## src/rtl/c3f_pkg.sv

```systemverilog
// Shared types, constants and helpers of the 3x3 image filter.
package c3f_pkg;

	localparam int unsigned MAX_WIDTH_DEF = 1024;
	localparam int unsigned MAX_CH        = 3;
	localparam int unsigned HSPAN         = 2 * MAX_CH;
	localparam int unsigned QUEUE_DEPTH   = 4;

	localparam int unsigned SAMPLE_W = 16;
	localparam int unsigned IMG_W_W  = 11;
	localparam int unsigned IMG_H_W  = 16;
	localparam int unsigned CH_W     = 2;
	localparam int unsigned MODE_W   = 2;

	localparam int unsigned PADDR_W = 5;
	localparam int unsigned PDATA_W = 32;
	localparam int unsigned REG_IDX_W = 3;

	localparam logic [REG_IDX_W-1:0] REG_FILTER_MODE   = 3'd0;
	localparam logic [REG_IDX_W-1:0] REG_IMAGE_WIDTH   = 3'd1;
	localparam logic [REG_IDX_W-1:0] REG_IMAGE_HEIGHT  = 3'd2;
	localparam logic [REG_IDX_W-1:0] REG_CHANNEL_COUNT = 3'd3;
	localparam logic [REG_IDX_W-1:0] REG_MAX_COLOR     = 3'd4;

	localparam logic CMD_SAMPLE = 1'b0;
	localparam logic CMD_FLUSH  = 1'b1;

	// floor(x / 9) == (x * DIV9_RECIP) >> DIV9_SHIFT for every x below 2^21
	localparam int unsigned DIV9_SHIFT = 23;
	localparam logic [19:0] DIV9_RECIP = 20'd932068;

	typedef enum logic [MODE_W-1:0] {
		MODE_BLUR,
		MODE_LAPLACE,
		MODE_SHARPEN,
		MODE_PASS
	} mode_t;

	typedef struct packed {
		mode_t                filter_mode;
		logic [IMG_W_W-1:0]   image_width;
		logic [IMG_H_W-1:0]   image_height;
		logic [CH_W-1:0]      channel_count;
		logic [SAMPLE_W-1:0]  clip_max;
	} cfg_t;

	localparam cfg_t CFG_RESET = '{
		filter_mode:   MODE_BLUR,
		image_width:   11'd640,
		image_height:  16'd480,
		channel_count: 2'd1,
		clip_max:      16'd255
	};

	typedef struct packed {
		logic [SAMPLE_W-1:0] val;
		logic                emit;
		logic                last;
		logic                top_ok;
		logic                bot_ok;
		logic                left_ok;
		logic                right_ok;
	} q_entry_t;

	function automatic int unsigned eff_width(logic [IMG_W_W-1:0] iw, int unsigned max_w);
		int unsigned w;
		w = 32'(iw);
		if (w == 0)
			w = 1;
		else if (w > max_w)
			w = max_w;
		return w;
	endfunction

	function automatic logic [IMG_H_W-1:0] eff_height(logic [IMG_H_W-1:0] h);
		return (h == '0) ? IMG_H_W'(1) : h;
	endfunction

	function automatic logic [CH_W-1:0] eff_chan(logic [CH_W-1:0] c);
		return (c == '0) ? CH_W'(1) : c;
	endfunction

	// samples in one interleaved image row
	function automatic int unsigned line_len(int unsigned w, logic [CH_W-1:0] ch);
		case (ch)
			2'd2: return w << 1;
			2'd3: return w + (w << 1);
			default: return w;
		endcase
	endfunction

endpackage

```

## src/rtl/c3f_front.sv

```systemverilog
// Front end: accepts items, tracks the stream position and tags each beat for the back end.
module c3f_front #(
	parameter int unsigned MAX_WIDTH = c3f_pkg::MAX_WIDTH_DEF
) (
	input  logic                          clk,
	input  logic                          arst_n,
	input  c3f_pkg::cfg_t                 cfg,
	input  logic                          restart,
	input  logic                          item_valid,
	input  logic                          cmd,
	input  logic [c3f_pkg::SAMPLE_W-1:0]  sample,
	output logic                          item_stall,
	input  logic                          q_full,
	output logic                          push,
	output c3f_pkg::q_entry_t             push_entry
);
	import c3f_pkg::*;

	localparam int unsigned WW   = $clog2(MAX_WIDTH + 1);
	localparam int unsigned CW   = $clog2(MAX_WIDTH);
	localparam int unsigned LAGW = $clog2((MAX_WIDTH + 1) * MAX_CH + 1);

	logic [WW-1:0]       w_eff;
	logic [IMG_H_W-1:0]  h_eff;
	logic [CH_W-1:0]     ch_eff;
	logic [LAGW-1:0]     lag;

	logic [CW-1:0]       col_q;
	logic [CH_W-1:0]     chan_q;
	logic [IMG_H_W-1:0]  row_q;
	logic [LAGW-1:0]     fill_q;
	logic                started_q;

	logic accept, drop, emit, chan_end, col_end, row_end;

	assign w_eff  = WW'(eff_width(cfg.image_width, MAX_WIDTH));
	assign h_eff  = eff_height(cfg.image_height);
	assign ch_eff = eff_chan(cfg.channel_count);
	assign lag    = LAGW'(line_len(32'(w_eff), ch_eff) + 32'(ch_eff));

	assign item_stall = q_full;
	assign accept     = item_valid && !q_full;
	// a flush with nothing of the image in flight is swallowed
	assign drop       = (cmd == CMD_FLUSH) && !started_q;
	assign push       = accept && !drop;
	assign emit       = fill_q >= lag;

	assign chan_end = chan_q == ch_eff - CH_W'(1);
	assign col_end  = WW'(col_q) == w_eff - WW'(1);
	assign row_end  = row_q == h_eff - IMG_H_W'(1);

	always_comb begin
		push_entry.val      = (cmd == CMD_SAMPLE) ? sample : '0;
		push_entry.emit     = emit;
		push_entry.last     = emit && chan_end && col_end && row_end;
		push_entry.top_ok   = row_q != '0;
		push_entry.bot_ok   = !row_end;
		push_entry.left_ok  = col_q != '0;
		push_entry.right_ok = !col_end;
	end

	always_ff @(posedge clk or negedge arst_n) begin
		if (!arst_n) begin
			col_q     <= '0;
			chan_q    <= '0;
			row_q     <= '0;
			fill_q    <= '0;
			started_q <= 1'b0;
		end else if (restart) begin
			col_q     <= '0;
			chan_q    <= '0;
			row_q     <= '0;
			fill_q    <= '0;
			started_q <= 1'b0;
		end else if (push) begin
			if (emit) begin
				if (chan_end) begin
					chan_q <= '0;
					if (col_end) begin
						col_q <= '0;
						if (row_end) begin
							row_q     <= '0;
							fill_q    <= '0;
							started_q <= 1'b0;
						end else begin
							row_q <= row_q + IMG_H_W'(1);
						end
					end else begin
						col_q <= col_q + CW'(1);
					end
				end else begin
					chan_q <= chan_q + CH_W'(1);
				end
			end else begin
				fill_q    <= fill_q + LAGW'(1);
				started_q <= 1'b1;
			end
		end
	end

endmodule

```

## config.mk

```make
export PLATFORM = sky130hd
export DESIGN_NAME = c3f_front
export DESIGN_NICKNAME = d
export VERILOG_FILES = /design/src/rtl/c3f_pkg.sv /design/src/rtl/c3f_front.sv
export SDC_FILE = /design/constraint.sdc
export NUM_CORES = 1
export LEC_CHECK = 0
export CAP_MARGIN = 40
export CORE_MARGIN = 2
export CORE_UTILIZATION = 49
export CTS_CLUSTER_DIAMETER = 120
export DETAILED_ROUTE_END_ITERATION = 10
export DONT_BUFFER_PORTS = 1
export PLACE_DENSITY = 0.68
export SLEW_MARGIN = 40
export SYNTH_ARGS = -nofsm -noshare
export SYNTH_HDL_FRONTEND = slang
export SYNTH_SLANG_ARGS = --single-unit
```

## constraint.sdc

```tcl
create_clock -name clk -period 4.36 [get_ports clk]
set_clock_uncertainty 0.15 [all_clocks]
set_input_delay 0.218 -clock clk [delete_from_list [all_inputs] [get_ports clk]]
set_output_delay 0.218 -clock clk [all_outputs]
set_load 0.01 [all_outputs]
```

==> summary.md, run 1 <==
| Metric | Value |
|---|---|
| Mapped Avg Cell Area | 7.57 um2 |
| Die H | 106 um |
| FMAX | 217 MHz |
| Cells taking the most area after synthesis | dfrtp_1, ha_1, xnor2_1 |
| Total Routing Usage GR | 26.5% |
| Initial Util | 50.0% |
| Type of the most critical hold path | input port to register |
| Largest net degree at the start of global routing | 42 |
| Max Slew Vio Count | 0 |
| Via density | 6.14 |
| DIE WIDTH | 106 um |
| Seq/Total Area, Yosys | 20.1% |
| Synth warnings | 0 |
| Outcome | complete, but fails checks |
| First-iteration detailed-routing DRC count | 340 |
| Share of cells above drive strength 1 | 22.6% |
| Synth async-reset ratio | 100% |
| Gate count after technology mapping | 675 |
| CP endpoint kind | register |
| FF+latch count, synth | 41 |
| Worst Max-Slew Pin Slew | 0.708 ns |
| Post-synth EDFFs | 0 |
| TritonCTS sink count | 41 |
| Final Hold Viols | 0 |
| Hpwl dp | 11500 um |
| Worst EP required | 4.39 ns |
| Total iterations of the first detailed-routing run | 5 |
| Critical path start-end classification | input port to register |
| Cell area after placement | 5970 um2 |
| Final worst setup slack | -0.240 ns |
| I/O Buffers | 0 |
| # nets final | 857 |
| Vias in the first global route | 5380 |
| GPL Wtd Cong | 0.911 |
| Synth area leader | dfrtp_1 |
| Placed insts | 862 |
| Initial antenna violation count | 0 |
| Final wirelength | 14900 um |
| Total gr overflow | 0 |
| DRC viols | 0 |
| Min Tclk post-route | 4.60 ns |
| CTS Buf Count | 5 |
| FP Rows | 37 |
| Post-Syn Nets | 787 |
| Data arrival time of the critical path | 4.63 ns |
| Post-Layout Inst Area | 6340 um2 |
| Post-synth top area share | 20.1% |
| Failing checks | negative setup slack |
| ANT cells | 0 |
| Wire per inst | 16.9 um |
| CTS root buf | clkbuf_8 |
| DRT antenna net count | 0 |
| # IOs | 93 |
| Slew Limit Headroom | 52.3% |
| Pwr Density | 195 nW/um2 |
| Synth unique cells | 75 |
| Crit path max fanout | 6 |
| Synth-to-layout area growth | 24.0% |
| Clock tree buffer depth | 2 |
| DIE AREA | 11300 um2 |
| Mapped Area | 5110 um2 |
| H-tree depth | 2 |
| VDD IR max | 0.158 mV |
| Max-Cap Viols | 0 |
| Clock transition at path regs | 0.08 ns |
| Finished Layout Cells | 881 |
| Routed via count | 5413 |
| RSZ-0062 raised after global routing | true |
| Clk_lat worst skew | 0.31 ns |
| # setup viols final | 26 |
| Startpoint Class | input port |
| Core box area | 10200 um2 |
| CTS tree | yes |
| Leak | 2.63 nW |
| Top_reg_cell synth | dfrtp_1 |
| Period utilization | 106% |
| First-pass GRT wire length | 24600 um |
[placed cells by master (no fill, tap or decap), drive strengths merged, types with 28 or more instances in the layout]
master,instances
inv,38
nand3,28
a21oi,37
o21ai,48
dfrtp,41
nand2,60
buf,93
ha,41
xnor2,28
nor2,45
[cell type report]
class	instances	area, um2
multi-input cells	562	4110
fillers	908	3890
flip-flops and latches	41	1030
repair buffers	95	783
well taps	136	170
inverters	40	153
clock buffers	5	68.8
clock inverters	2	35.0
[metal layers]
| layer | wire length (um) | global-route usage [%] | part of all wire (%) |
|---|---|---|---|
| met1 | 6260 | 32.2 | 42 |
| met2 | 7530 | 48.2 | 50 |
| met3 | 863 | 3.92 | 5.8 |
| met4 | 272 | 7.52 | 1.8 |
| met5 | 0 | 0 | 0 |
[cell usage after synthesis, types with 10 or more instances]
master / count
nand4_1: 20
inv_1: 36
and3_1: 13
nor2_1: 45
o21ai_0: 46
mux2i_1: 13
nand3_1: 28
nor2b_1: 23
nor3_1: 25
nand2b_1: 10
a31oi_1: 11
ha_1: 41
xnor2_1: 28
nand2_1: 60
xor2_1: 18
nor4_1: 17
clkbuf_1: 25
dfrtp_1: 41
a21oi_1: 37
[power by group]
group	internal, mW	switching (mW)	total, mW
sequential	0.394	0.0266	0.421
combinational	0.242	0.259	0.500
clock	0.167	0.149	0.315
[critical path: stages]
cell	delay, ns
nor4_4	0.02
and3_4	0.18
o21ai_4	0.18
inv_2	0.07
ha_4	0.18
fa_2	0.38
a21oi_2	0.16
o211ai_1	0.13
o211ai_1	0.28
and4_1	0.24
nor3_2	0.06
nor2_2	0.16
nand4b_1	0.13
xnor2_1	0.15
ha_1	0.27
o21ai_1	0.06
or3_1	0.37
o21a_1	0.21
or4_4	0.44
o32ai_4	0.30
buf_6	0.17
mux2i_1	0.19
nor3_1	0.08
[what timing repair did]
action	CTS	global route
pin swaps	10	17
gates cloned	1	0
endpoints found under the setup margin	39	43
hold buffers	3	0
hold endpoints to repair	49	0
resized for setup	10	38
buffers inserted	4	4
[registers in the layout, indices dropped and copies added (netlist names)]
| name | cells |
|---|---|
| chan_q | 2 |
| col_q | 10 |
| fill_q | 12 |
| row_q | 16 |
| started_q | 1 |
[stage by stage]
step	setup WS (ns)	hold slack [ns]	setup TNS, ns	utilization (%)	power (mW)
2_1_floorplan	-0.354	-0.228	-2.57	-	0.725
3_3_place_gp	-0.470	-0.225	-11.64	58.3	0.844
3_5_place_dp	-0.616	-0.226	-16.97	58.3	0.856
4_1_cts	-0.280	0.0236	-3.50	60.4	1.20
5_1_grt	-0.489	0.0428	-12.85	62.0	1.30
6_report	-0.240	0.0275	-3.44	62.0	1.24
[worst paths after layout]
check / start / end / slack, ns / depth (start not counted)
worst min-delay path: item_valid / started_q / 0.03 / 3
worst max register to register: col_q[2] / fill_q[4] / 0.99 / 9
worst min register to register: started_q / started_q / 0.38 / 2
worst max-delay path: cfg[43] / row_q[15] / -0.24 / 23
min in group asynchronous: arst_n / fill_q[4] / 0.24 / 2
max in group asynchronous: arst_n / row_q[5] / 3.60 / 2
[kinds of logic (layout without fill, tap and decap cells)]
| kind of cell | after synthesis | after routing | share of synthesized area [%] |
|---|---|---|---|
| buf+inv | 72 | 142 | 5.70 |
| fa+ha+maj | 43 | 43 | 10.8 |
| mux | 15 | 15 | 2.99 |
| simple gates | 281 | 281 | 29.4 |
| compound gates | 176 | 176 | 22.7 |
| flops | 41 | 41 | 20.1 |
| xor+xnor | 47 | 47 | 8.32 |
(Power assumes the default switching activity.)
==> run 2: changes to the inputs <==
Settings changed: CORE_MARGIN 2 to 3, SKIP_CTS_REPAIR_TIMING set to 1.
==> summary.md, run 2 (synthesized netlist as in run 1, its figures left out) <==
| Metric | Value |
|---|---|
| Outcome | complete, but fails checks (unchanged) |
| Failing checks | negative setup slack (unchanged) |
| Total Routing Usage GR | 25.2% (was 26.5%) |
| DRT antenna net count | 0 (unchanged) |
| I/O Buffers | 0 (unchanged) |
| First-pass GRT wire length | 24400 um (was 24600 um) |
| Total gr overflow | 0 (unchanged) |
| Most common cell on crit path | mux2i_1 (was o211ai_1) |
| Switching pwr | 430 uW (was 434 uW) |
| Crit path max fanout | 6 (unchanged) |
| Synth-to-layout area growth | 24.5% (was 24.0%) |
| Post-Layout Inst Area | 6360 um2 (was 6340 um2) |
| Hold WS | 0.0253 ns (was 0.0275 ns) |
| Startpoint Class | input port (unchanged) |
| Most frequent cells in the layout | buf_4, nand2_1, dfrtp_1 (unchanged) |
| DIE AREA | 11700 um2 (was 11300 um2) |
| Part of the power in combinational logic | 40.4% (was 40.5%) |
| Seq pwr share | 36.0% (was 34.0%) |
| Largest net degree at the start of global routing | 42 (unchanged) |
| Finished Layout Cells | 877 (was 881) |
| # setup viols final | 29 (was 26) |
| Commonest non-fill, non-tap cell in the layout | buf_4 (unchanged) |
| Leak | 2.60 nW (was 2.63 nW) |
| Number of cells on the critical path | 23 (unchanged) |
| Data arrival time of the critical path | 4.61 ns (was 4.63 ns) |
| Share of cells above drive strength 1 | 23.7% (was 22.6%) |
| DIE WIDTH | 108 um (was 106 um) |
| Min Tclk post-route | 4.59 ns (was 4.60 ns) |
| CTS tree | yes (unchanged) |
| FP Rows | 36 (was 37) |
| Flop-to-flop setup slack | 0.93 ns (was 0.99 ns) |
| Routed via count | 5518 (was 5413) |
| FMAX | 218 MHz (was 217 MHz) |
| R2R depth | 9 (unchanged) |
| Worst Max-Slew Pin Slew | 0.844 ns (was 0.708 ns) |
| CTS Buf Count | 5 (unchanged) |
| Slew Limit Headroom | 43.7% (was 52.3%) |
| Sw frac | 36.7% (was 35.1%) |
| Largest reg by FF count | row_q (unchanged) |
| Final worst setup slack | -0.231 ns (was -0.240 ns) |
| Worst path top cell family by delay | simple AND/OR/NAND/NOR gates (unchanged) |
| Clk_lat worst skew | 0.30 ns (was 0.31 ns) |
| Largest registers | row_q (16), fill_q (12), col_q (10) (unchanged) |
| CTS root buf | clkbuf_8 (unchanged) |
| Reg2reg end | fill_q[5] (was fill_q[4]) |
| Type of the most critical hold path | input port to register (unchanged) |
| # nets final | 855 (was 857) |
| Max Slew Vio Count | 0 (unchanged) |
| Cell area after placement | 5960 um2 (was 5970 um2) |
| Placed insts | 859 (was 862) |
| H-tree depth | 2 (unchanged) |
| Hold Path End | started_q (unchanged) |
| TritonCTS sink count | 41 (unchanged) |
| GPL Wtd Cong | 0.930 (was 0.911) |
| CP endpoint kind | register (unchanged) |
| Max FFs per register | 16 (unchanged) |
| Final Hold Viols | 0 (unchanged) |
| Worst path buffer plus inverter count | 3 (was 2) |
| Critical path start-end classification | input port to register (unchanged) |
| Pwr Density | 184 nW/um2 (was 195 nW/um2) |
| CP Cell Sequence | nor2_4, and3_4, o21ai_4, inv_2, ha_4, fa_2, a21oi_2, o21bai_1, xnor2_1, mux2i_1, a31oi_2, buf_4, nor3_2, xor2_1, ha_1, nand4_1, or3_1, o21a_1, or4_4, o32ai_4, buf_6, mux2i_1, nor3_1 (was nor4_4, and3_4, o21ai_4, inv_2, ha_4, fa_2, a21oi_2, o211ai_1, o211ai_1, and4_1, nor3_2, nor2_2, nand4b_1, xnor2_1, ha_1, o21ai_1, or3_1, o21a_1, or4_4, o32ai_4, buf_6, mux2i_1, nor3_1) |
| Clock tree buffer depth | 2 (unchanged) |
| Via density | 6.29 (was 6.14) |
| Max incr delay on CP | 0.43 ns (was 0.44 ns) |
| CP max-delay cell | or4_4 (unchanged) |
| Initial antenna violation count | 0 (unchanged) |
| Hpwl dp | 11800 um (was 11500 um) |
| Reg-to-reg startpoint | col_q[2] (unchanged) |
| ANT cells | 0 (unchanged) |
| Hold Crit Start | item_valid (unchanged) |
| Post-Route Setup TNS | -4.01 ns (was -3.44 ns) |
| VDD IR max | 0.129 mV (was 0.158 mV) |
| Clk network pwr share | 23.5% (was 25.5%) |
| Final wirelength | 15300 um (was 14900 um) |
| Hold Path Depth | 3 (unchanged) |
| First-iteration detailed-routing DRC count | 355 (was 340) |
| DRC viols | 0 (unchanged) |
| Initial Util | 51.4% (was 50.0%) |
| Final Power | 1.17 mW (was 1.24 mW) |
| Wire per inst | 17.5 um (was 16.9 um) |
| Die H | 108 um (was 106 um) |
| RSZ-0062 raised after global routing | true (unchanged) |
| Worst EP required | 4.38 ns (was 4.39 ns) |
| Vias in the first global route | 5233 (was 5380) |
| Period utilization | 105% (was 106%) |
| Max-Cap Viols | 0 (unchanged) |
| Core box area | 9950 um2 (was 10200 um2) |
| # IOs | 93 (unchanged) |
| Total iterations of the first detailed-routing run | 5 (unchanged) |
| Clock transition at path regs | 0.08 ns (about the same) |
| Internal power | 742 uW (was 803 uW) |
run 2: changes by cell type in the layout (fill, tap and decap cells not counted), moves of 2 or more:
| cell | delta |
|---|---|
| buf_12 | -2 |
| o21ai_1 | -4 |
| a21oi_2 | +2 |
| nor2_1 | -5 |
| o21ai_0 | +4 |
| nor2_4 | +6 |
run 2: worst min-delay path, delay by kind of cell:
| kind | cells | cell delay (ns) |
|---|---|---|
| AOI/OAI and AO/OA | 2 | 0.14 |
| and+or+nand+nor | 1 | 0.08 |
run 2: power groups by stage:
| stage | clock network, mW | registers, mW | logic [mW] |
|---|---|---|---|
| 2_1_floorplan | 0 | 0.417 | 0.309 |
| 3_3_place_gp | 0 | 0.427 | 0.416 |
| 3_5_place_dp | 0 | 0.428 | 0.429 |
| 4_1_cts | 0.276 | 0.421 | 0.430 |
| 5_1_grt | 0.293 | 0.425 | 0.523 |
| 6_report | 0.276 | 0.422 | 0.474 |
run 2: metal layers:
layer | up-vias | share of wire (%) | global-route usage, %
met1 | 2626 | 41 | 32.0
li1 | 2621 | - | -
met5 | - | 0 | 0
met4 | 0 | 2.5 | 7.21
met3 | 36 | 6.0 | 1.91
met2 | 235 | 51 | 45.8
run 2: layout make-up:
class                   instances  area, um2
flip-flops and latches         41       1030
clock inverters                 2       13.8
well taps                     133        166
clock buffers                   6       82.6
repair buffers                 93        752
multi-input cells             562       4170
inverters                      40        153
fillers                       854       3590
run 2: stage by stage:
stage	utilization, %	setup WS (ns)
final	63.9	-0.231
after global routing	63.9	-0.422
after CTS	60.9	-0.315
after detailed placement	59.9	-0.616
after global placement	59.9	-0.476
after floorplan	-	-0.354
run 2: worst max path at each step:
stage / from / to / slack, ns
floorplan: cfg[43] / row_q[15] / -0.35
global placement: cfg[43] / row_q[15] / -0.48
detailed placement: cfg[42] / row_q[15] / -0.62
CTS: cfg[42] / row_q[15] / -0.31
global route: cfg[36] / row_q[2] / -0.42
finish: cfg[36] / row_q[15] / -0.23
