**src/rtl/c3f_pkg.sv**
```systemverilog
// Shared types, constants and helpers of the 3x3 image filter.
package c3f_pkg;

	localparam int unsigned MAX_WIDTH_DEF = 1024;
	localparam int unsigned MAX_CH        = 3;
	localparam int unsigned HSPAN         = 2 * MAX_CH;
	localparam int unsigned QUEUE_DEPTH   = 4;

	localparam int unsigned SAMPLE_W = 16;
	localparam int unsigned IMG_W_W  = 11;
	localparam int unsigned IMG_H_W  = 16;
	localparam int unsigned CH_W     = 2;
	localparam int unsigned MODE_W   = 2;

	localparam int unsigned PADDR_W = 5;
	localparam int unsigned PDATA_W = 32;
	localparam int unsigned REG_IDX_W = 3;

	localparam logic [REG_IDX_W-1:0] REG_FILTER_MODE   = 3'd0;
	localparam logic [REG_IDX_W-1:0] REG_IMAGE_WIDTH   = 3'd1;
	localparam logic [REG_IDX_W-1:0] REG_IMAGE_HEIGHT  = 3'd2;
	localparam logic [REG_IDX_W-1:0] REG_CHANNEL_COUNT = 3'd3;
	localparam logic [REG_IDX_W-1:0] REG_MAX_COLOR     = 3'd4;

	localparam logic CMD_SAMPLE = 1'b0;
	localparam logic CMD_FLUSH  = 1'b1;

	// floor(x / 9) == (x * DIV9_RECIP) >> DIV9_SHIFT for every x below 2^21
	localparam int unsigned DIV9_SHIFT = 23;
	localparam logic [19:0] DIV9_RECIP = 20'd932068;

	typedef enum logic [MODE_W-1:0] {
		MODE_BLUR,
		MODE_LAPLACE,
		MODE_SHARPEN,
		MODE_PASS
	} mode_t;

	typedef struct packed {
		mode_t                filter_mode;
		logic [IMG_W_W-1:0]   image_width;
		logic [IMG_H_W-1:0]   image_height;
		logic [CH_W-1:0]      channel_count;
		logic [SAMPLE_W-1:0]  clip_max;
	} cfg_t;

	localparam cfg_t CFG_RESET = '{
		filter_mode:   MODE_BLUR,
		image_width:   11'd640,
		image_height:  16'd480,
		channel_count: 2'd1,
		clip_max:      16'd255
	};

	typedef struct packed {
		logic [SAMPLE_W-1:0] val;
		logic                emit;
		logic                last;
		logic                top_ok;
		logic                bot_ok;
		logic                left_ok;
		logic                right_ok;
	} q_entry_t;

	function automatic int unsigned eff_width(logic [IMG_W_W-1:0] iw, int unsigned max_w);
		int unsigned w;
		w = 32'(iw);
		if (w == 0)
			w = 1;
		else if (w > max_w)
			w = max_w;
		return w;
	endfunction

	function automatic logic [IMG_H_W-1:0] eff_height(logic [IMG_H_W-1:0] h);
		return (h == '0) ? IMG_H_W'(1) : h;
	endfunction

	function automatic logic [CH_W-1:0] eff_chan(logic [CH_W-1:0] c);
		return (c == '0) ? CH_W'(1) : c;
	endfunction

	// samples in one interleaved image row
	function automatic int unsigned line_len(int unsigned w, logic [CH_W-1:0] ch);
		case (ch)
			2'd2: return w << 1;
			2'd3: return w + (w << 1);
			default: return w;
		endcase
	endfunction

endpackage

```
**src/rtl/c3f_queue.sv**
```systemverilog
// Short FIFO between the front end and the back end.
module c3f_queue (
	input  logic               clk,
	input  logic               arst_n,
	input  logic               push,
	input  c3f_pkg::q_entry_t  push_entry,
	output logic               full,
	input  logic               pop,
	output logic               pop_valid,
	output c3f_pkg::q_entry_t  pop_entry
);
	import c3f_pkg::*;

	localparam int unsigned PW = $clog2(QUEUE_DEPTH);
	localparam int unsigned NW = $clog2(QUEUE_DEPTH + 1);

	q_entry_t        ent_q [QUEUE_DEPTH];
	logic [PW-1:0]   wr_ptr_q, rd_ptr_q;
	logic [NW-1:0]   count_q;
	logic            do_push, do_pop;

	assign full      = count_q == NW'(QUEUE_DEPTH);
	assign pop_valid = count_q != '0;
	assign pop_entry = ent_q[rd_ptr_q];
	assign do_push   = push && !full;
	assign do_pop    = pop && pop_valid;

	always_ff @(posedge clk) begin
		if (do_push)
			ent_q[wr_ptr_q] <= push_entry;
	end

	always_ff @(posedge clk or negedge arst_n) begin
		if (!arst_n) begin
			wr_ptr_q <= '0;
			rd_ptr_q <= '0;
			count_q  <= '0;
		end else begin
			if (do_push)
				wr_ptr_q <= (wr_ptr_q == PW'(QUEUE_DEPTH - 1)) ? '0 : wr_ptr_q + PW'(1);
			if (do_pop)
				rd_ptr_q <= (rd_ptr_q == PW'(QUEUE_DEPTH - 1)) ? '0 : rd_ptr_q + PW'(1);
			if (do_push && !do_pop)
				count_q <= count_q + NW'(1);
			else if (do_pop && !do_push)
				count_q <= count_q - NW'(1);
		end
	end

endmodule

```
**config.mk**
```make
export PLATFORM = sky130hd
export DESIGN_NAME = c3f_queue
export DESIGN_NICKNAME = d
export VERILOG_FILES = /design/src/rtl/c3f_pkg.sv /design/src/rtl/c3f_queue.sv
export SDC_FILE = /design/constraint.sdc
export NUM_CORES = 1
export LEC_CHECK = 0
export BUFFER_PORTS_ARGS = -buffer_cell sky130_fd_sc_hd__buf_2
export CORE_MARGIN = 4
export CORE_UTILIZATION = 60
export DETAILED_ROUTE_END_ITERATION = 7
export HOLD_SLACK_MARGIN = 0.1
export PLACE_DENSITY = 0.83
export SETUP_SLACK_MARGIN = 0.1
export SLEW_MARGIN = 10
export SYNTH_ARGS = -nofsm -noshare
export SYNTH_HDL_FRONTEND = slang
export SYNTH_SLANG_ARGS = --single-unit
```
**constraint.sdc**
```tcl
create_clock -name clk -period 6.1 [get_ports clk]
set_clock_uncertainty 0.15 [all_clocks]
set_input_delay 0 -clock clk [delete_from_list [all_inputs] [get_ports clk]]
set_output_delay 0 -clock clk [all_outputs]
set_load 0.005 [all_outputs]
```
==> impl_metrics.toml, run 1 <==
[outcome]
status = "complete, no violations"

[finish]
nNetsFinal = 265
mostFrequentLayoutCells = "88 x edfxtp_1, 49 x buf_2, 26 x dlygate4sd3_1"
post-route-util_pct = 73.9
area_growth_syn_to_layout_pct = 18.9
n_antenna_cell = 0
drive_gt1_share_pct = 41.8
layout_commonest_cell = "edfxtp_1"

[clock_network]
clockRootBuffer = "clkbuf_8"
cts_buffer_depth = 2
cts.sinks = 95
cts_tree = "yes"
cts_buffers = 9
post_cts_buffers = 0
clk_latency_ns = 0.34
cts.clk_slew.worst_paths_ns = 0.09
cts_max_level = 3

[global_route]
grt_pass1_vias = 1880
grt_pass1_wl_um = 9590
grt_antenna_before_repair = 0
track_usage_pct = 17.8
grt_max_degree = 26
grt-ovfl-total = 0

[hold_path]
hp-class = "input pin to flip-flop"
hold_path_depth = 2

[logic_synthesis]
synthesis.nets = 185
postSynthAreaPerCell_um2 = 24.2
synth.ff_latch_count = 95
synth_warnings = 0
yosys.area.top_type = "edfxtp_1"
synth_area_leaders = "edfxtp_1 72%, mux4_2 13%, dfrtp_1 4.8%"
synth_seq_area_share_pct = 76.5
syn_area_mm2 = 0.00368
synth.distinct_cells = 19
syn_inst = 152
synth_top_cell_area_share_pct = 71.8

[sta]
grt_setup_unrepaired = "no"
worstMarginPinSlew_ns = 1.07
period_share_pct = 37.1
finalSetupTns_ns = 0
slew-limit-headroom_pct = 28.6
setup_viol = 0
fmax_ghz = 0.442
drv_slew = 0
period_needed_ns = 2.26
hold_viol = 0

[setup_path]
path_cells = "or3_4 > nand2_4 > ha_1 > inv_1 > fa_1 > xor2_1 > nor2_1 > xor2_1"
critical_path_class = "flip-flop to flip-flop"
cp_slowest_cell = "dfrtp_1"
critPathMaxFanout = 4
worstSetupEndpointType = "flip-flop"
r2r_cells = 8
critical_path.startpoint_type = "flip-flop"
max_stage_delay_ns = 0.47
required_ns = 6.22
cp.arrival_ns = 2.38
crit_top_cell = "xor2_1"

[floorplanning]
start_util_pct = 62.2
core_mm2 = 0.00592
die_h_um = 86.3
die_w_um = 86.3
ios = 50
row_count = 28
dieArea_mm2 = 0.00745

[power]
power_density_mw_per_mm2 = 428
ir_drop_mv = 0.414
leakagePower_nw = 1.57

[route]
drt_iter0_drc = 99
ant_nets = 0
wl_um = 5950
vias_per_cell = 5.41
drt_first_pass_iters = 4
wire_per_inst_um = 19.1
drc = 0
vias = 1688

[job]
drv_cap = 0

[place]
place.gp.congestion = 0.802
dp_hpwl_um = 3660
numPortBuffers = 49
flip-flops by register name, summed over array words and instances (netlist names):
register and count:
count_q 3, ent_q 88, wr_ptr_q 2, rd_ptr_q 2
routing by layer:
| layer | track usage, % | wire, um | vias up |
|---|---|---|---|
| met2 | 30.9 | 3150 | 48 |
| met4 | 7.08 | 100 | 0 |
| met1 | 22.1 | 2440 | 846 |
| met3 | 3.42 | 256 | 12 |
| met5 | 0 | 0 | - |
| li1 | - | - | 782 |
stage by stage:
| stage | power (W) | instances | cell area [um2] | hold WS (ns) | setup WS, ns |
|---|---|---|---|---|---|
| finish | 0.00187 | 312 | 4380 | 0.257 | 3.84 |
| global route | 0.00198 | 312 | 4380 | 0.249 | 3.72 |
| CTS | 0.00190 | 312 | 4380 | 0.245 | 3.83 |
| detailed placement | 0.00154 | 270 | 3950 | -0.309 | 3.86 |
| global placement | 0.00150 | 270 | 3950 | -0.316 | 3.94 |
| floorplan | 0.00136 | 152 | 3680 | -0.446 | 3.96 |
power by group:
group / leakage (nW) / switching (W) / internal (W) / total (W)
combinational: 0.593 / 0.000213 / 0.000314 / 0.000528
sequential: 0.887 / 0.000126 / 0.000866 / 0.000992
clock: 0.0861 / 0.000194 / 0.000158 / 0.000352
total: 1.57 / 0.000533 / 0.00134 / 0.00187
what timing repair did:
item | CTS | global route
resized for setup | 0 | 0
hold buffers | 26 | 0
endpoints found under the hold margin | 101 | 0
worst max-delay path, delay by kind of cell, from the launching register on:
family	cells	cell delay, ns
XOR/XNOR	2	0.31
adder cells (fa/ha/maj)	2	0.55
buffers and inverters	1	0.06
flip-flops	1	0.47
AND/OR/NAND/NOR	3	0.64
logic make-up (layout without fill, tap and decap cells):
family        Yosys count  count (layout)  synth area share [%]
fa+ha+maj               7               7                  2.58
buf+inv                 9              94                  2.28
mux                    27              27                  15.4
xor+xnor                3               3                 0.714
simple gates           11              11                  2.48
flops                  95              95                  76.5
final cells by class:
| type | count | area, um2 |
|---|---|---|
| tap | 75 | 93.8 |
| inverter | 3 | 11.3 |
| clock inverter | 4 | 22.5 |
| sequential | 95 | 2820 |
| clock buffer | 12 | 145 |
| fill | 354 | 1540 |
| multi-input combinational | 48 | 779 |
| timing repair buffer | 75 | 505 |
path summary, 6_finish.rpt:
path                                        start                 endpoint  slack [ns]
min in group asynchronous                  arst_n  rd_ptr_q[1]$_DFFE_PN0P_        0.46
max in group asynchronous                  arst_n  rd_ptr_q[0]$_DFFE_PN0P_        5.07
hold / removal                      push_entry[0]    ent_q[3][0]$_DFFE_PP_        0.26
hold reg to reg            count_q[2]$_DFFE_PN0P_   count_q[2]$_DFFE_PN0P_        0.36
setup reg to reg           count_q[0]$_DFFE_PN0P_   count_q[2]$_DFFE_PN0P_        3.84
setup / recovery           count_q[0]$_DFFE_PN0P_   count_q[2]$_DFFE_PN0P_        3.84
Yosys cell counts:
cell and count:
edfxtp_1 88, mux4_2 22, dfrtp_1 7, ha_1 6
and2_2 4, mux2_4 4, inv_1 3, nor2_1 3
buf_12 2, buf_2 2, buf_6 2, xor2_1 2
fa_1 1, mux2_2 1, nand2_4 1, nor2b_2 1
nor3b_4 1, or3_4 1, xnor2_1 1
No activity file was read; power rests on OpenSTA's default activity.
==> run 2, diff against run 1 <==
--- a/config.mk
+++ b/config.mk
@@ -5,12 +5,13 @@
 export SDC_FILE = /design/constraint.sdc
 export NUM_CORES = 1
 export LEC_CHECK = 0
+export ABC_AREA = 1
 export BUFFER_PORTS_ARGS = -buffer_cell sky130_fd_sc_hd__buf_2
 export CORE_MARGIN = 4
-export CORE_UTILIZATION = 60
+export CORE_UTILIZATION = 57
 export DETAILED_ROUTE_END_ITERATION = 7
 export HOLD_SLACK_MARGIN = 0.1
-export PLACE_DENSITY = 0.83
+export PLACE_DENSITY = 0.78
 export SETUP_SLACK_MARGIN = 0.1
 export SLEW_MARGIN = 10
 export SYNTH_ARGS = -nofsm -noshare
==> constraint.sdc (replaced) <==
create_clock -name clk -period 2.1 [get_ports clk]
set_clock_uncertainty 0.15 [all_clocks]
set_input_delay 0 -clock clk [delete_from_list [all_inputs] [get_ports clk]]
set_output_delay 0 -clock clk [all_outputs]
set_load 0.005 [all_outputs]
==> impl_metrics.toml, run 2 <==
[sta]
holdWs_ns = 0.237
hold_viol = 0
period_needed_ns = 1.90
fin_ws_ns = 0.204
worstMarginPinSlew_ns = 0.397
setup_viol = 0
grt_setup_unrepaired = "no"
period_share_pct = 90.3
drv_slew = 0
slew-limit-headroom_pct = 73.5
fmax_ghz = 0.527

[global_route]
grt_antenna_before_repair = 0
grt_pass1_wl_um = 12300
grt_max_degree = 45
grt_pass1_vias = 2566
grt-ovfl-total = 0
track_usage_pct = 19.0

[route]
wl_um = 7660
drt_first_pass_iters = 4
drt_iter0_drc = 139
drc = 0
wire_per_inst_um = 15.2
vias = 2555
vias_per_cell = 5.08
ant_nets = 0

[logic_synthesis]
synth.distinct_cells = 16
yosys.area.top_type = "edfxtp_1"
synthArstFlopShare_pct = 7.37
syn_inst = 316
synth-edff-count = 88
yosysMostFrequentCell = "edfxtp_1"
synth_area_leaders = "edfxtp_1 65%, nand2_1 7.4%, o211ai_2 5.5%"
synth_warnings = 0
synth_common_cells = "88 x edfxtp_1, 81 x nand2_1, 58 x inv_1"
synth_seq_area_share_pct = 69.0
synth_top_cell_area_share_pct = 64.7
ys.flop_type = "edfxtp_1"
synth.ff_latch_count = 95
syn_area_mm2 = 0.00408
synthesis.nets = 349
postSynthAreaPerCell_um2 = 12.9

[hold_path]
hold_path_depth = 2
hp-class = "input pin to flip-flop"

[power]
switching_power_w = 0.00221
leakagePower_nw = 2.06
p_clk_share_pct = 19.2
ir_drop_mv = 0.963
power.share.combinational_pct = 37.2
p_sw_share_pct = 35.4
pwr-share-seq_pct = 43.6
p_int_w = 0.00402
power_density_mw_per_mm2 = 1260

[finish]
largest_reg_flops = 88
area_growth_syn_to_layout_pct = 20.7
layout_commonest_cell = "edfxtp_1"
nNetsFinal = 435
mostFrequentLayoutCells = "88 x edfxtp_1, 79 x nand2_1, 57 x inv_1"
top_register = "ent_q"
top_regs = "ent_q x88, count_q x3"
fill_cells = 470
n_antenna_cell = 0
drive_gt1_share_pct = 26.5

[floorplanning]
row_count = 30
dieArea_mm2 = 0.00858
die_w_um = 92.6
core_mm2 = 0.00687
start_util_pct = 59.4
ios = 50
die_h_um = 92.6

[setup_path]
critical_path.startpoint_type = "flip-flop"
cp.arrival_ns = 2.00
critical_path_class = "flip-flop to flip-flop"
required_ns = 2.20
r2r_cells = 10
worstSetupEndpointType = "flip-flop"
critPathMaxFanout = 4

[place]
dp_hpwl_um = 4690
place.gp.congestion = 0.750
numPortBuffers = 49
preCtsSetupSlack_ns = 0.103

[clock_network]
cts_buffer_depth = 2
clk_latency_ns = 0.35
cts.sinks = 95
cts_buffers = 9
cts_tree = "yes"
cts.clk_slew.worst_paths_ns = 0.09
clockRootBuffer = "clkbuf_8"
cts_max_level = 3

[job]
drv_cap = 0

[outcome]
status = "complete, no violations"
==> run 2: cell types whose count changed after synthesis, moves of 3 or more <==
cell      previous run  this run
and2_2               4         0
buf_4                0         3
nand2_1              0        81
o211ai_1             0        26
buf_6                2        11
o211ai_2             0        18
inv_1                3        58
nand3_1              0         7
mux2_4               4         0
mux4_2              22         0
nor2_1               3         6
==> run 2: final timing paths <==
check / start / end / slack [ns]
max: count_q[2]$_DFFE_PN0P_ / count_q[2]$_DFFE_PN0P_ / 0.20
min: push_entry[2] / ent_q[1][2]$_DFFE_PP_ / 0.24
max reg2reg: count_q[2]$_DFFE_PN0P_ / count_q[2]$_DFFE_PN0P_ / 0.20
min reg2reg: count_q[2]$_DFFE_PN0P_ / count_q[2]$_DFFE_PN0P_ / 0.39
max in group asynchronous: arst_n / rd_ptr_q[0]$_DFFE_PN0P_ / 1.06
min in group asynchronous: arst_n / rd_ptr_q[0]$_DFFE_PN0P_ / 0.46
==> run 2: logic make-up (layout without fill, tap and decap cells) <==
group           count (synthesis)  after routing  synth area share, %
simple gates                   95             95                 9.01
compound gates                 45             45                 10.4
flops                          95             95                 69.0
buf+inv                        73            164                 9.01
xor+xnor                        1              1                0.215
fa+ha+maj                       7              7                 2.33
==> run 2: power by group through the flow <==
stage	Combinational, W	Sequential [W]	Clock (W)
after floorplan	0.00162	0.00267	0
after global placement	0.00209	0.00278	0
after detailed placement	0.00216	0.00280	0
after CTS	0.00222	0.00276	0.00121
after global routing	0.00262	0.00275	0.00129
final	0.00232	0.00271	0.00119
==> run 2: what timing repair did <==
item,CTS,global route
buffers inserted,0,3
hold endpoints to repair,100,0
setup endpoints to repair,2,3
hold buffers,26,0
gates resized for setup,2,5
==> run 2: area by class of cell <==
class / count / area [um2] / area share [%]
timing repair buffer: 89 / 639 / 13.0
clock inverter: 6 / 68.8 / 1.40
multi-input combinational: 148 / 925 / 18.8
inverter: 59 / 224 / 4.55
sequential: 95 / 2820 / 57.3
tap: 96 / 120 / 2.44
clock buffer: 10 / 128 / 2.59
==> run 2: stage by stage <==
step / instances / total power (W) / cell area (um2) / setup TNS (ns) / util [%]
6_report: 503 / 0.00622 / 4930 / 0 / 71.7
5_1_grt: 503 / 0.00666 / 4930 / 0 / 71.7
4_1_cts: 500 / 0.00618 / 4880 / 0 / 71.1
3_5_place_dp: 458 / 0.00496 / 4420 / 0 / 64.4
3_3_place_gp: 458 / 0.00486 / 4420 / 0 / 64.4
2_1_floorplan: 316 / 0.00429 / 4080 / -10.49 / -
==> run 2: routing by layer <==
layer,share of wire [%],GRT usage [%],up-vias
met5,0,0,-
met4,1.3,5.62,0
met3,4.1,5.44,8
met2,54,33.5,47
met1,41,22.6,1252
li1,-,-,1248
==> run 2: critical path: stages (launching register included) <==
cell     delay [ns]
dfrtp_1        0.42
inv_1          0.11
nand3_2        0.13
nand2_2        0.11
ha_1           0.18
inv_1          0.08
fa_2           0.36
nand2_2        0.09
nand3_1        0.07
nand2_1        0.06
nand2_1        0.05
==> run 3, diff against run 2 <==
--- a/config.mk
+++ b/config.mk
@@ -8,10 +8,11 @@
 export ABC_AREA = 1
 export BUFFER_PORTS_ARGS = -buffer_cell sky130_fd_sc_hd__buf_2
 export CORE_MARGIN = 4
-export CORE_UTILIZATION = 57
+export CORE_UTILIZATION = 60
+export CTS_BUF_LIST = sky130_fd_sc_hd__clkbuf_8
 export DETAILED_ROUTE_END_ITERATION = 7
 export HOLD_SLACK_MARGIN = 0.1
-export PLACE_DENSITY = 0.78
+export PLACE_DENSITY_LB_ADDON = 0.08
 export SETUP_SLACK_MARGIN = 0.1
 export SLEW_MARGIN = 10
 export SYNTH_ARGS = -nofsm -noshare
==> impl_metrics.toml, run 3 (synthesis gave the netlist of run 2 again) <==
[setup_path]
worstSetupEndpointType = "flip-flop"
cp.depth = 5
critical_path.startpoint_type = "flip-flop"
r2r_cells = 5
r2r_start = "rd_ptr_q[0]$_DFFE_PN0P_"
max_stage_delay_ns = 0.55
critPathMaxFanout = 27
cp_slowest_cell = "dlygate4sd3_1"
required_ns = 2.19
crit_family = "buffers and inverters"
r2r_end = "rd_ptr_q[1]$_DFFE_PN0P_"
cp.arrival_ns = 2.03
path_cells = "buf_4 > ha_1 > nand3_1 > dlygate4sd3_1 > nand2_1"
crit_buf_inv = 2
setup.worst_path.start = "rd_ptr_q[0]$_DFFE_PN0P_"
endpoint = "rd_ptr_q[1]$_DFFE_PN0P_"
r2r_setup_slack_ns = 0.16
critical_path_class = "flip-flop to flip-flop"

[global_route]
grt-ovfl-total = 0
grt_max_degree = 65
grt_antenna_before_repair = 0
grt_pass1_vias = 2446
grt_pass1_wl_um = 12200
track_usage_pct = 19.1

[place]
preCtsSetupSlack_ns = 0.0840
numPortBuffers = 49
dp_hpwl_um = 4370
place.gp.congestion = 0.749
placed_cells = 441

[power]
p_int_w = 0.00396
power_density_mw_per_mm2 = 1250
ir_drop_mv = 0.918
p_sw_share_pct = 35.6
switching_power_w = 0.00219
p_clk_share_pct = 17.4
pwr-share-seq_pct = 43.0
power.share.combinational_pct = 39.6
leakagePower_nw = 2.07

[sta]
worstMarginPinSlew_ns = 0.340
grt_setup_unrepaired = "yes"
hold_viol = 0
drv_slew = 0
setup_viol = 0
fmax_ghz = 0.515
period_share_pct = 92.4
period_needed_ns = 1.94
fin_ws_ns = 0.160
slew-limit-headroom_pct = 77.3

[finish]
n_antenna_cell = 0
layout_commonest_cell = "edfxtp_1"
area_growth_syn_to_layout_pct = 20.9
layout.cells.non_filler = 491
largest_reg_flops = 88
nNetsFinal = 442
fill_cells = 416
mostFrequentLayoutCells = "88 x edfxtp_1, 80 x nand2_1, 55 x inv_1"
top_regs = "ent_q x88, count_q x3"
top_register = "ent_q"
drive_gt1_share_pct = 27.3

[clock_network]
cts_buffers = 9
cts_tree = "yes"
clk_latency_ns = 0.35
cts.clk_slew.worst_paths_ns = 0.09
cts.sinks = 95
clockRootBuffer = "clkbuf_8"
cts_buffer_depth = 2
cts_max_level = 3

[job]
drv_cap = 0

[route]
wire_per_inst_um = 14.5
drc = 0
vias_per_cell = 5.04
drt_iter0_drc = 144
drt_first_pass_iters = 4
vias = 2477
ant_nets = 0
wl_um = 7130

[floorplanning]
row_count = 29
core_mm2 = 0.00649
dieArea_mm2 = 0.00819
ios = 50
start_util_pct = 62.9
die_w_um = 90.5
die_h_um = 90.5

[outcome]
status = "complete, no violations"

[hold_path]
hp-class = "input pin to flip-flop"
==> run 3: worst min path at each step <==
stage	startpoint	slack [ns]	to	cells past startpoint
2_1_floorplan	arst_n	-0.45	count_q[0]$_DFFE_PN0P_	0
3_3_place_gp	arst_n	-0.31	count_q[0]$_DFFE_PN0P_	1
3_5_place_dp	arst_n	-0.31	count_q[0]$_DFFE_PN0P_	1
4_1_cts	pop	0.006	count_q[0]$_DFFE_PN0P_	4
5_1_grt	push_entry[7]	0.23	ent_q[1][7]$_DFFE_PP_	2
6_report	push_entry[20]	0.25	ent_q[0][20]$_DFFE_PP_	2
==> run 3: timing repair <==
action / in CTS / in global routing
hold buffers: 29 / 1
setup endpoints to repair: 2 / 2
gates resized for setup: 3 / 4
buffers inserted: 0 / 4
endpoints found under the hold margin: 100 / 1
pin swaps: 0 / 1
==> run 3: power by group through the flow <==
| stage | sequential [W] | clock [W] | combinational (W) |
|---|---|---|---|
| final | 0.00264 | 0.00107 | 0.00243 |
| after CTS | 0.00264 | 0.00110 | 0.00239 |
| after floorplan | 0.00267 | 0 | 0.00162 |
| after global routing | 0.00268 | 0.00120 | 0.00273 |
| after global placement | 0.00267 | 0 | 0.00222 |
| after detailed placement | 0.00269 | 0 | 0.00228 |
==> run 3: final cells by class <==
cell class	count	area [um2]	share of cell area (%)
flip-flops and latches	95	2820	57.1
well taps	77	96.3	1.95
multi-input cells	148	922	18.7
clock inverters	7	53.8	1.09
inverters	59	221	4.49
clock buffers	9	124	2.51
repair buffers	96	698	14.1
==> run 3: metal layers <==
metal  track usage [%]  vias to the layer above  part of all wire, %
met1              24.7                     1139                   42
met4              5.74                        0                  1.3
li1                  -                     1258                    -
met3              4.33                        9                  4.1
met2              32.2                       71                   52
met5                 0                        -                    0
==> run 3: metrics by stage <==
step	hold slack (ns)	power (W)	instance area, um2	util, %	setup TNS (ns)
4_1_cts	0.00635	0.00614	4890	75.3	0
5_1_grt	0.233	0.00661	4930	76.0	0
3_5_place_dp	-0.305	0.00497	4410	67.9	0
3_3_place_gp	-0.309	0.00489	4410	67.9	0
2_1_floorplan	-0.446	0.00429	4080	-	-10.49
6_report	0.247	0.00615	4930	76.0	0
